$ cat src/lsra_pkg.sv
// Package for the line sensor run analyzer.
// Holds the scan record carried along the cell chain and the centring constants.
// No dependencies.
package lsra_pkg;

	localparam int unsigned POS_COUNT = 16;

	localparam logic [4:0] LAST_SPLIT_POS  = 5'd15;
	localparam logic [4:0] END_POS         = 5'd16;
	localparam logic [4:0] CENTER_MID      = 5'd8;
	localparam logic [4:0] TARGET_RESET    = 5'd8;
	localparam logic [4:0] WIDTH_CENTER_LO = 5'd6;
	localparam logic [4:0] WIDTH_CENTER_HI = 5'd14;
	localparam logic [4:0] WIDE_MIN        = 5'd12;

	typedef enum logic [1:0] {
		PH_SEARCH = 2'd0,
		PH_RUN    = 2'd1,
		PH_AFTER  = 2'd2
	} phase_t;

	typedef struct packed {
		logic [POS_COUNT-1:0] bits;
		phase_t               phase;
		logic [4:0]           start;
		logic [4:0]           stop;
		logic                 split;
	} scan_t;

endpackage

$ cat src/lsra_cell.sv
// One position cell of the run scan chain.
// Examines the leading bit of the word, updates the scan record and registers it.
// Depends on lsra_pkg.
module lsra_cell #(
	parameter logic [4:0] POS = 5'd1
) (
	input  logic            clk,
	input  logic            arst_n,
	input  logic            in_valid,
	output logic            in_ready,
	input  lsra_pkg::scan_t in_rec,
	output logic            out_valid,
	input  logic            out_ready,
	output lsra_pkg::scan_t out_rec
);
	import lsra_pkg::*;

	logic  valid_q;
	scan_t rec_q;
	scan_t rec_d;
	logic  bit_seen;

	assign in_ready  = !valid_q || out_ready;
	assign out_valid = valid_q;
	assign out_rec   = rec_q;
	assign bit_seen  = in_rec.bits[POS_COUNT-1];

	always_comb begin
		rec_d      = in_rec;
		rec_d.bits = {in_rec.bits[POS_COUNT-2:0], 1'b0};
		unique case (in_rec.phase)
			PH_SEARCH: begin
				if (bit_seen) begin
					rec_d.start = POS;
					rec_d.phase = PH_RUN;
				end
			end
			PH_RUN: begin
				if (!bit_seen) begin
					rec_d.stop  = POS;
					rec_d.phase = PH_AFTER;
				end
			end
			PH_AFTER: begin
				// A second run made only of the last position does not count.
				if (bit_seen && POS <= LAST_SPLIT_POS) begin
					rec_d.split = 1'b1;
				end
			end
			default: begin
				rec_d.phase = in_rec.phase;
			end
		endcase
	end

	always_ff @(posedge clk or negedge arst_n) begin
		if (!arst_n) begin
			valid_q <= 1'b0;
		end else if (in_ready) begin
			valid_q <= in_valid;
		end
	end

	always_ff @(posedge clk) begin
		if (in_valid && in_ready) begin
			rec_q <= rec_d;
		end
	end

endmodule

$ cat src/lsra_result.sv
// Output stage of the run analyzer: width, centre, overrides and error.
// Keeps the wide-line flag of the previous beat and holds the result register.
// Depends on lsra_pkg.
module lsra_result (
	input  logic              clk,
	input  logic              arst_n,
	input  logic [4:0]        target,
	input  logic              in_valid,
	output logic              in_ready,
	input  lsra_pkg::scan_t   in_rec,
	output logic              out_valid,
	input  logic              out_ready,
	output logic [4:0]        center,
	output logic [4:0]        width,
	output logic              split_line,
	output logic              wide_line,
	output logic              prev_wide_line,
	output logic signed [5:0] position_error
);
	import lsra_pkg::*;

	logic              valid_q;
	logic              wide_q;
	logic [4:0]        center_q;
	logic [4:0]        width_q;
	logic              split_q;
	logic              wide_line_q;
	logic              prev_q;
	logic signed [5:0] error_q;

	logic [4:0] stop_eff;
	logic [4:0] span;
	logic [4:0] width_d;
	logic [4:0] center_d;
	logic       wide_d;
	logic       load;

	assign in_ready = !valid_q || out_ready;
	assign load     = in_valid && in_ready;

	always_comb begin
		// A run that is still open at the end of the chain reaches the last position.
		stop_eff = (in_rec.phase == PH_RUN) ? END_POS : in_rec.stop;
		span     = stop_eff - in_rec.start;
		width_d  = span + 5'd1;
		center_d = {1'b0, span[4:1]} + in_rec.start;
		wide_d   = width_d >= WIDE_MIN;
		if (target == CENTER_MID && width_d >= WIDTH_CENTER_LO
				&& width_d < WIDTH_CENTER_HI) begin
			center_d = CENTER_MID;
		end
		if (in_rec.split || wide_d) begin
			center_d = CENTER_MID;
		end
	end

	always_ff @(posedge clk or negedge arst_n) begin
		if (!arst_n) begin
			valid_q <= 1'b0;
			wide_q  <= 1'b0;
		end else begin
			if (in_ready) begin
				valid_q <= in_valid;
			end
			if (load) begin
				wide_q <= wide_d;
			end
		end
	end

	always_ff @(posedge clk) begin
		if (load) begin
			center_q    <= center_d;
			width_q     <= width_d;
			split_q     <= in_rec.split;
			wide_line_q <= wide_d;
			prev_q      <= wide_q;
			error_q     <= $signed({1'b0, center_d} - {1'b0, target});
		end
	end

	assign out_valid      = valid_q;
	assign center         = center_q;
	assign width          = width_q;
	assign split_line     = split_q;
	assign wide_line      = wide_line_q;
	assign prev_wide_line = prev_q;
	assign position_error = error_q;

`ifndef SYNTHESIS
	a_wide_forces_mid: assert property (@(posedge clk) disable iff (!arst_n)
		valid_q && wide_line_q |-> center_q == CENTER_MID)
		else $error("wide line did not force the middle centre");
	a_split_forces_mid: assert property (@(posedge clk) disable iff (!arst_n)
		valid_q && split_q |-> center_q == CENTER_MID)
		else $error("split line did not force the middle centre");
	a_flag_tracks_output: assert property (@(posedge clk) disable iff (!arst_n)
		valid_q |-> wide_q == wide_line_q)
		else $error("stored wide flag differs from the shown result");
	a_width_nonzero: assert property (@(posedge clk) disable iff (!arst_n)
		valid_q |-> width_q != 5'd0 && width_q <= END_POS)
		else $error("width out of range");
`endif

endmodule

$ cat src/line_sensor_run_analyzer.sv
// Top level of the line sensor run analyzer: target register, cell chain, output stage.
// Depends on lsra_pkg, lsra_cell and lsra_result.
//
//  channel | signals                                 | beat when
//  --------+-----------------------------------------+----------------------
//  in      | in_valid, in_ready, sensor_bits         | in_valid && in_ready
//  out     | out_valid, out_ready, center, width,    | out_valid && out_ready
//          | split_line, wide_line, prev_wide_line,  |
//          | position_error                          |
//  cfg     | cfg_wen, cfg_wdata (target centre)      | cfg_wen
//
// One beat is accepted per cycle unless an output stall has backed up to the input;
// it passes through a register in each position cell, then the output register.
// Reset empties the chain, clears the wide-line flag and sets the target to 8.
// A stall at the output reaches back combinationally through the stages holding a beat;
// bubbles in the chain are squeezed out, so input keeps flowing until every stage holds a beat.
module line_sensor_run_analyzer (
	input  logic              clk,
	input  logic              arst_n,
	input  logic              cfg_wen,
	input  logic [4:0]        cfg_wdata,
	input  logic              in_valid,
	output logic              in_ready,
	input  logic [15:0]       sensor_bits,
	output logic              out_valid,
	input  logic              out_ready,
	output logic [4:0]        center,
	output logic [4:0]        width,
	output logic              split_line,
	output logic              wide_line,
	output logic              prev_wide_line,
	output logic signed [5:0] position_error
);
	import lsra_pkg::*;

	logic [4:0]         target_q;
	scan_t              chain_rec   [0:POS_COUNT];
	logic [POS_COUNT:0] chain_valid;
	logic [POS_COUNT:0] chain_ready;

	always_ff @(posedge clk or negedge arst_n) begin
		if (!arst_n) begin
			target_q <= TARGET_RESET;
		end else if (cfg_wen) begin
			target_q <= cfg_wdata;
		end
	end

	assign chain_rec[0] = '{bits: sensor_bits, phase: PH_SEARCH, start: 5'd0, stop: 5'd0,
		split: 1'b0};

	assign chain_valid[0] = in_valid;
	assign in_ready       = chain_ready[0];

	for (genvar i = 0; i < POS_COUNT; i++) begin : g_cell
		lsra_cell #(
			.POS(5'(i + 1))
		) u_cell (
			.clk      (clk),
			.arst_n   (arst_n),
			.in_valid (chain_valid[i]),
			.in_ready (chain_ready[i]),
			.in_rec   (chain_rec[i]),
			.out_valid(chain_valid[i+1]),
			.out_ready(chain_ready[i+1]),
			.out_rec  (chain_rec[i+1])
		);
	end

	lsra_result u_result (
		.clk           (clk),
		.arst_n        (arst_n),
		.target        (target_q),
		.in_valid      (chain_valid[POS_COUNT]),
		.in_ready      (chain_ready[POS_COUNT]),
		.in_rec        (chain_rec[POS_COUNT]),
		.out_valid     (out_valid),
		.out_ready     (out_ready),
		.center        (center),
		.width         (width),
		.split_line    (split_line),
		.wide_line     (wide_line),
		.prev_wide_line(prev_wide_line),
		.position_error(position_error)
	);

endmodule
$ cat config.mk
export PLATFORM = sky130hd
export DESIGN_NAME = line_sensor_run_analyzer
export DESIGN_NICKNAME = d
export VERILOG_FILES = /design/src/lsra_pkg.sv /design/src/lsra_cell.sv /design/src/lsra_result.sv /design/src/line_sensor_run_analyzer.sv
export SDC_FILE = /design/constraint.sdc
export NUM_CORES = 1
export LEC_CHECK = 0
export BUFFER_PORTS_ARGS = -buffer_cell sky130_fd_sc_hd__buf_2
export CAP_MARGIN = 10
export CORE_UTILIZATION = 65
export CTS_CLUSTER_DIAMETER = 80
export CTS_CLUSTER_SIZE = 25
export DETAILED_ROUTE_END_ITERATION = 6
export GPL_ROUTABILITY_DRIVEN = 0
export MAX_ROUTING_LAYER = met4
export PLACE_DENSITY = 0.83
export SETUP_SLACK_MARGIN = 0.2
export SYNTH_ARGS = -nofsm -noshare
export SYNTH_HDL_FRONTEND = slang
export SYNTH_SLANG_ARGS = --single-unit
$ cat constraint.sdc
create_clock -name clk -period 9.89 [get_ports clk]
set_clock_uncertainty 0.2 [all_clocks]
set_input_delay 0.989 -clock clk [delete_from_list [all_inputs] [get_ports clk]]
set_output_delay 0.989 -clock clk [all_outputs]
set_load 0.01 [all_outputs]
# Yosys cells after proc, flatten, opt, wreduce, memory -nomap -nowiden
# Index checks and enable logic that the tools add are counted.
# totals
ff_bits	364
inputBits	26
out_inout_bits	21
# op_classes
add_sub_neg	4
magnitude_cmp	3
eq_ne	31
muxes	120
n_reduce_logical	69
# op_table
operator	n
$mux 5	46
$mux 7	15
$pmux 2 s2	15
$eq 2x1->1 const B	16
$mux 2	16
$logic_not 2->1	15
$eq 2x2->1 const B	14
$mux 1	27
$logic_and 1x1->1	19
$logic_or 1x1->1	18
$logic_not 1->1	17
$mux 6	1
$sub 5x5->6	1
$add 4x5->5	1
$add 5x1->5 const B	1
$eq 5x4->1 const B	1
$ge 5x3->1 const B	1
$ge 5x4->1 const B	1
$lt 5x4->1 const B	1
$sub 5x5->5	1

# Longest topological paths before layout
# Gate-level depths: netlist of the first run.
# logic_depth
depth_word	19
depth_mapped	19
ltp_nobuf	19

# By module
# A second synthesis of the first run with hierarchy kept.
# unflattened
cells_unflattened	964
hier_area_um2	17895.9
# by_module_without_submodules
mod	instances	cells_each	area_each_um2	seq_area_each_um2
lsra_cell (g_cell[0].u_cell ...)	15	52	1017.2	865.8
lsra_result	1	123	1446.4	620.6
lsra_cell (g_cell[15].u_cell)	1	50	1004.7	865.8
line_sensor_run_analyzer	1	11	186.4	126.4

# Worst setup path before layout of the first run
# OpenSTA, ideal clock, no wires.
# synth_path
path_type	flip-flop to flip-flop
start	register g_cell[15].u_cell.rec_q (netlist bit g_cell[15].u_cell.out_rec[12])
end	register u_result.error_q[4] (netlist: u_result.position_error[4]), data pin
setup_ps	258
arrival_time_ps	3441
setup_slack_ps	5991
stages_incl_launch_ff	19
path_buffers	0
synth_period_minus_slack_ps	3899
cell_sequence	edfxtp_1 -> nand2b_1 -> nand2_1 -> ha_1 -> inv_1 -> fa_1 -> a21o_1 -> a21oi_2 -> xnor3_2 -> or3b_1 -> nand3_2 -> or3_1 -> ha_1 -> inv_1 -> fa_1 -> a21oi_1 -> nor2_1 -> nor2_1 -> xnor2_1
# synth_lines
element	line	rtl
start, declared	lsra_cell.sv:19	scan_t rec_q;
start signal, assigned	lsra_cell.sv:66	rec_q <= rec_d;
$eq 2x1->1	lsra_result.sv:43	stop_eff = (in_rec.phase == PH_RUN) ? END_POS : in_rec.stop;
$mux 5	lsra_result.sv:43	
$sub 5x5->5	lsra_result.sv:44	span = stop_eff - in_rec.start;
$add 5x1->5	lsra_result.sv:45	width_d = span + 5'd1;
$ge 5x4->1	lsra_result.sv:47	wide_d = width_d >= WIDE_MIN;
net u_result.wide_d	lsra_result.sv:35	logic wide_d;
$logic_or 1x1->1	lsra_result.sv:52	if (in_rec.split || wide_d) begin
$mux 5	lsra_result.sv:52	
$sub 5x5->6	lsra_result.sv:78	error_q <= $signed({1'b0, center_d} - {1'b0, target});
end signal, assigned	lsra_result.sv:78	
end, declared	lsra_result.sv:29	logic signed [5:0] error_q;
# The timed path passes the listed nets, and every way through them passes these cells.
# A chain may end at the register's enable or synchronous reset.

# Worst setup path after layout of the first run
# layout_path
start	register g_cell[15].u_cell.rec_q (netlist bit g_cell[15].u_cell.out_rec[12])
end	register u_result.error_q[5] (netlist: u_result.position_error[5]), data pin
# layout_between
elab_chain_cells	10
# layout_rtl
element	line	rtl
$eq 2x1->1 *	lsra_result.sv:43	
$mux 5 *	lsra_result.sv:43	
$sub 5x5->5 *	lsra_result.sv:44	
$add 5x1->5 *	lsra_result.sv:45	
net u_result.width_d[3]	lsra_result.sv:33	logic [4:0] width_d;
$ge 5x3->1	lsra_result.sv:48	if (target == CENTER_MID && width_d >= WIDTH_CENTER_LO
$logic_and 1x1->1	lsra_result.sv:48	
$logic_and 1x1->1	lsra_result.sv:49	&& width_d < WIDTH_CENTER_HI) begin
$mux 5	lsra_result.sv:48	
$mux 5 *	lsra_result.sv:52	
net u_result.center_d[1]	lsra_result.sv:34	logic [4:0] center_d;
$sub 5x5->6 *	lsra_result.sv:78	
# The timed path passes the listed nets; every way through them passes the cells marked *.

==> out/qor.yml, run 1 <==
outcome:
  status: "complete, no violations"
detailed_routing:
  viasPerCell: 5.51
  post_drt_wl_per_cell_um: 17.8
  via_count: 5326
  drc: 0
  drt_pass1_iterations: 4
  routed_wl_mm: 17.2
  ant_nets: 0
  drt_iter0_drc: 326
cts:
  insertion_delay_ns: 0.50
  cts_sinks: 312
  root_buffer: "clkbuf_16"
  ctsResizeCount: 0
  cts_tree: "yes"
  cts_buffers: 16
  cts_hold_buf: 0
  ctsLongestPathBuffers: 3
  post-cts-setup-buffers: 0
  clk_pin_slew_worst_paths_ns: 0.10
  htreeDepth: 1
timing:
  tightest_slew_ns: 1.21
  hold_viol_final: 0
  min_period_over_period_pct: 44.4
  holdWs_ns: 0.225
  period_needed_ns: 4.39
  drv_slew: 0
  rsz0062_at_grt: "false"
  setup_violations: 0
  setup_slack_ns: 5.50
  setup-tns-final_ns: 0
  slew_headroom_pct: 19.4
  fmax_mhz: 228
critical_path:
  critPathKind: "reg2reg"
  cp_max_fo: 5
  worst-endpoint-required_ns: 10.04
  rr_endpoint: "u_result.position_error[5]"
  endpoint_kind: "flip-flop"
  worstSetupStartpointType: "flip-flop"
  r2r_start: "g_cell[15].u_cell.out_rec[12]"
  worstRegToRegCells: 16
  worstPathArrival_ns: 4.54
  r2r_setup_slack_ns: 5.50
synth:
  synth-async-reset-ratio_pct: 7.37
  synth-simple-area-share_pct: 12.3
  synth_compound_area_share_pct: 2.43
  yosysSeqAreaShare_pct: 79.5
  synthesis.area_um2: 11600
  synth-edff-count: 289
  synth_nets: 713
  ys.warnings.count: 0
  yosys_most_used_dff: "edfxtp_1"
  ys_types: 46
  synth_top_family_by_area: "simple AND/OR/NAND/NOR gates"
  synth_xor_area_share_pct: 1.07
  ys_ff_latch: 312
  muxShareOfSynthArea_pct: 1.45
  syn_inst: 669
  avgSynthCellArea_um2: 17.4
  synth_fa_ha_area_share_pct: 2.13
global_route:
  grt_pass1_wl_mm: 27.1
  grt_pass1_vias: 5691
  grt_usage_pct: 20.1
  grt_max_degree: 27
  antenna_found_initial: 0
  grt.overflow.total: 0
floorplan:
  io_pins: 47
  rows: 48
  die_area_um2: 18500
  core-area_um2: 17400
  die_h_um: 136
  initial_utilization_pct: 66.9
  dieWidth_um: 136
layout:
  area_growth_syn_to_layout_pct: 8.57
  num-nets-final: 778
  layout-drive-gt1-share_pct: 22.4
  fillers: 1037
  antenna_cells: 0
place:
  dp_hpwl_mm: 11.7
  pre_cts_slack_ns: 5.55
  port_buffers: 46
worst_hold_path:
  min_delay_worst_endpoint: "g_cell[5].u_cell.out_rec[25]"
  whs_path_depth: 0
  hold_class: "reg2reg"
  min_from: "g_cell[4].u_cell.out_rec[24]"
power:
  p_leak_uw: 0.00466
  ir_drop_uv: 201
  power_uw: 3230
  power_density_nw_per_um2: 256
run:
  maxCapViolations: 0
## cells in the mapped netlist (all sizes together), types with 5 or more instances
master / number / area (um^2)
nand2: 15 / 56.3
nor3b: 17 / 128
nor2b: 48 / 300
dfrtp: 22 / 551
and2: 15 / 96.3
inv: 31 / 116
ha: 15 / 188
nand3: 6 / 35.0
xor2: 5 / 43.8
nand2b: 35 / 219
nor2: 20 / 75.1
a31o: 12 / 105
a21o: 5 / 37.5
or2: 63 / 394
mux2: 15 / 169
o21ai: 6 / 33.8
nor3: 7 / 35.0
a21oi: 8 / 43.8
edfxtp: 289 / 8680
## cell families after synthesis
| logic type | after synthesis |
|---|---|
| AO/OA/AOI/OAI | 38 |
| XOR/XNOR | 11 |
| adder cells (fa/ha/maj) | 18 |
| buffers and inverters | 35 |
| flip-flops | 312 |
| multiplexers | 15 |
| AND/OR/NAND/NOR | 240 |
## metrics by stage
stage          cell area (um^2)  utilization, %  instances
5_1_grt                   12600            72.6        966
3_5_place_dp              12200            69.9        941
6_report                  12600            72.6        966
3_3_place_gp              12200            69.9        941
2_1_floorplan             11600               -        669
4_1_cts                   12600            72.6        966
## power breakdown
group	switching, uW	internal (uW)	leakage, uW	total, uW
logic	447	326	0.00135	773
registers	65.7	1690	0.00307	1750
clock network	385	322	0.000227	706
total	897	2330	0.00466	3230
## state kept, by name (all words and copies together) (netlist names)
signal,flops
g_cell.u_cell.out_rec,270
u_result.out_valid,1
u_result.wide_line,1
g_cell.u_cell.out_valid,16
u_result.prev_wide_line,1
u_result.width,5
u_result.center,5
u_result.wide_q,1
u_result.position_error,6
target_q,5
u_result.split_line,1
## layout by cell type, fill, tap and decap left out, types with 6 or more instances in the layout
master and n:
a31o_2 12, nor2_1 20, clkbuf_16 17, nand2b_1 35, and2_1 14, edfxtp_1 289
buf_2 46, ha_1 15, nor2b_1 48, nor3b_1 17, inv_1 31, a21oi_1 7
or2_2 61, nor3_1 7, mux2_2 15, nand2_1 15, clkbuf_1 6, dfrtp_1 22
## routing by layer
layer	up-vias	share of wire, %	global-route usage (%)	routed length, um
met5	-	0	-	0
met3	40	3.0	2.83	522
li1	2549	-	-	-
met1	2644	37	20.2	6270
met2	93	58	39.0	9950
met4	0	2.5	7.22	433
## worst max-delay path, stage by stage, from the launching register on
cell and delay [ns]:
edfxtp_1 0.35, nand2b_1 0.19, nand2_1 0.11, ha_1 0.19
inv_1 0.07, fa_1 0.41, xor2_1 0.35, nand2_1 0.14
xnor3_1 0.24, o211a_1 0.25, or2_1 0.26, nor3_1 0.43
ha_1 0.35, a21o_1 0.17, a21oi_1 0.26, o21bai_1 0.12
a21oi_1 0.15
## how the worst max path moves through the flow
stage                                       start                          to  slack (ns)
floorplan           g_cell[15].u_cell.out_rec[12]  u_result.position_error[4]        5.99
global placement    g_cell[15].u_cell.out_rec[12]  u_result.position_error[4]        5.85
detailed placement  g_cell[15].u_cell.out_rec[12]  u_result.position_error[4]        5.55
CTS                 g_cell[15].u_cell.out_rec[12]  u_result.position_error[5]        5.51
global route        g_cell[15].u_cell.out_rec[12]  u_result.position_error[5]        5.27
finish              g_cell[15].u_cell.out_rec[12]  u_result.position_error[5]        5.50
## cell type report
cell class,instances,area (um^2),area share [%]
multi-input cells,322,2260,17.9
inverters,31,116,0.920
clock inverters,2,16.3,0.129
clock buffers,23,448,3.54
flip-flops and latches,312,9260,73.2
repair buffers,51,268,2.12
well taps,225,282,2.23
(Power assumes the default switching activity.)
==> inputs of run 2 (changes only) <==
--- a/config.mk
+++ b/config.mk
@@ -7,13 +7,13 @@
 export LEC_CHECK = 0
 export BUFFER_PORTS_ARGS = -buffer_cell sky130_fd_sc_hd__buf_2
 export CAP_MARGIN = 10
-export CORE_UTILIZATION = 65
+export CORE_UTILIZATION = 61
 export CTS_CLUSTER_DIAMETER = 80
 export CTS_CLUSTER_SIZE = 25
 export DETAILED_ROUTE_END_ITERATION = 6
 export GPL_ROUTABILITY_DRIVEN = 0
 export MAX_ROUTING_LAYER = met4
-export PLACE_DENSITY = 0.83
+export PLACE_DENSITY = 0.79
 export SETUP_SLACK_MARGIN = 0.2
 export SYNTH_ARGS = -nofsm -noshare
 export SYNTH_HDL_FRONTEND = slang
==> constraint.sdc (replaced) <==
create_clock -name clk -period 4.6 [get_ports clk]
set_clock_uncertainty 0.2 [all_clocks]
set_input_delay 0.46 -clock clk [delete_from_list [all_inputs] [get_ports clk]]
set_output_delay 0.46 -clock clk [all_outputs]
set_load 0.01 [all_outputs]
==> out/qor.yml, run 2 (same netlist as run 1, synthesis figures left out) <==
outcome:
  status: "complete, no violations"
worst_hold_path:
  min_delay_worst_endpoint: "target_q[0]"
  hold_class: "in2reg"
  min_from: "cfg_wdata[0]"
  whs_path_depth: 2
layout:
  layout-drive-gt1-share_pct: 22.3
  area_growth_syn_to_layout_pct: 11.1
  layout_common_cells: "289 x edfxtp_1, 61 x or2_2, 48 x nor2b_1"
  utilization_pct: 69.2
  final_common_cell: "edfxtp_1"
  num-nets-final: 802
  largest_reg_flops: 270
  antenna_cells: 0
  fillers: 1134
timing:
  period_needed_ns: 4.13
  drv_slew: 0
  fmax_mhz: 242
  slew_headroom_pct: 33.9
  rsz0062_at_grt: "false"
  setup-tns-final_ns: 0
  setup_slack_ns: 0.465
  hold_viol_final: 0
  tightest_slew_ns: 0.992
  setup_violations: 0
  min_period_over_period_pct: 89.9
detailed_routing:
  drc: 0
  drt_pass1_iterations: 5
  drt_iter0_drc: 306
  via_count: 5360
  post_drt_wl_per_cell_um: 16.1
  routed_wl_mm: 16.1
  viasPerCell: 5.35
  ant_nets: 0
cts:
  cts_tree: "yes"
  root_buffer: "clkbuf_16"
  cts_buffers: 16
  ctsLongestPathBuffers: 3
  cts_sinks: 312
  insertion_delay_ns: 0.49
  htreeDepth: 1
  clk_pin_slew_worst_paths_ns: 0.10
floorplan:
  core-area_um2: 18700
  rows: 50
  initial_utilization_pct: 62.3
  die_area_um2: 19700
  dieWidth_um: 140
  die_h_um: 140
  io_pins: 47
power:
  p_int_uw: 5130
  p_comb_share_pct: 24.0
  pwr-share-clk_pct: 22.2
  seq_power_share_pct: 53.8
  switching_power_uw: 1880
  ir_drop_uv: 461
  power_density_nw_per_um2: 541
  p_leak_uw: 0.00477
  p_sw_share_pct: 26.8
critical_path:
  worstSetupStartpointType: "flip-flop"
  endpoint_kind: "flip-flop"
  critPathMaxStageDelay_ns: 0.42
  path_delay_family: "simple AND/OR/NAND/NOR gates"
  r2r_start: "g_cell[15].u_cell.out_rec[12]"
  worstRegToRegCells: 18
  critPathKind: "reg2reg"
  r2r_setup_slack_ns: 0.47
  worstPathArrival_ns: 4.19
  worst-endpoint-required_ns: 4.65
  cp_num_buf_inv: 2
  path_cells: "nand2b_1 -> nand2_1 -> ha_1 -> inv_1 -> fa_1 -> a21o_1 -> a21oi_2 -> xnor3_2 -> or3b_1 -> nand3_2 -> or3_1 -> ha_1 -> inv_1 -> fa_1 -> a21oi_1 -> nor2_1 -> nor2_1 -> xnor2_1"
  crit_slowest_cell: "fa_1"
  rr_endpoint: "u_result.position_error[4]"
  cp_max_fo: 7
global_route:
  grt.overflow.total: 0
  grt_pass1_wl_mm: 26.4
  antenna_found_initial: 0
  grt_pass1_vias: 5533
  grt_usage_pct: 17.7
  grt_max_degree: 27
place:
  port_buffers: 46
  pre_cts_slack_ns: 0.361
  dp_hpwl_mm: 10.9
run:
  maxCapViolations: 0
==> run 2: cell count changes in the layout (fill, tap and decap cells not counted) <==
cell,delta
clkinv_1,+1
clkbuf_1,+2
nor3_1,-1
dlygate4sd3_1,+21
clkinv_2,-1
inv_6,+1
nor3_2,+1
xor2_1,-1
xor2_2,+1
inv_8,-1
bufinv_16,+1
buf_4,+3
==> run 2: timing repair <==
action / in CTS / in global routing
resized for setup: 0 / 2
setup buffers: 0 / 2
hold buffers: 21 / 0
endpoints found under the hold margin: 42 / 0
setup endpoints to repair: 0 / 3
==> run 2: worst register-to-register path, stage by stage, from the launching register on <==
cell      delay, ns
edfxtp_1       0.36
nand2b_1       0.19
nand2_1        0.10
ha_1           0.18
inv_1          0.06
fa_1           0.42
a21o_1         0.19
a21oi_2        0.15
xnor3_2        0.32
or3b_1         0.41
nand3_2        0.14
or3_1          0.14
ha_1           0.14
inv_1          0.06
fa_1           0.40
a21oi_1        0.20
nor2_1         0.06
nor2_1         0.13
xnor2_1        0.08
==> run 2: worst max-delay path by stage <==
stage | from | endpoint | cells after the start
after floorplan | g_cell[15].u_cell.out_rec[12] | u_result.position_error[4] | 18
after global placement | g_cell[15].u_cell.out_rec[12] | u_result.position_error[4] | 18
after detailed placement | g_cell[15].u_cell.out_rec[12] | u_result.position_error[5] | 16
after CTS | g_cell[15].u_cell.out_rec[12] | u_result.position_error[5] | 16
after global routing | g_cell[15].u_cell.out_rec[12] | u_result.position_error[4] | 18
final | g_cell[15].u_cell.out_rec[12] | u_result.position_error[4] | 18
==> run 2: cell type report <==
cell class / instances / area [um^2] / area share, %
clock buffer: 25 / 455 / 3.52
timing repair buffer: 75 / 500 / 3.87
tap: 234 / 293 / 2.26
multi-input combinational: 322 / 2270 / 17.6
clock inverter: 3 / 42.5 / 0.329
inverter: 31 / 116 / 0.899
sequential: 312 / 9260 / 71.5
==> run 2: through the flow <==
step	total power, uW	std cells	area (um^2)	hold slack (ns)
after floorplan	4960	669	11600	-0.0356
after global placement	5310	950	12200	0.201
after detailed placement	5420	950	12200	0.205
after CTS	6970	999	12900	0.000326
after global routing	7340	1002	12900	0.0123
final	7000	1002	12900	0.000889
==> run 2: power groups by stage <==
stage / Clock [uW] / Sequential (uW) / Combinational (uW)
floorplan: 0 / 3820 / 1140
CTS: 1570 / 3770 / 1620
global route: 1680 / 3800 / 1860
detailed placement: 0 / 3830 / 1590
global placement: 0 / 3810 / 1500
finish: 1550 / 3770 / 1680
==> run 2: per-layer routing <==
metal  up-vias  GRT usage (%)  part of all wire (%)
met5         -              -                     0
met3        21           2.67                   2.8
met2        74           34.1                    57
li1       2604              -                     -
met4         0           3.70                   1.7
met1      2661           19.2                    38
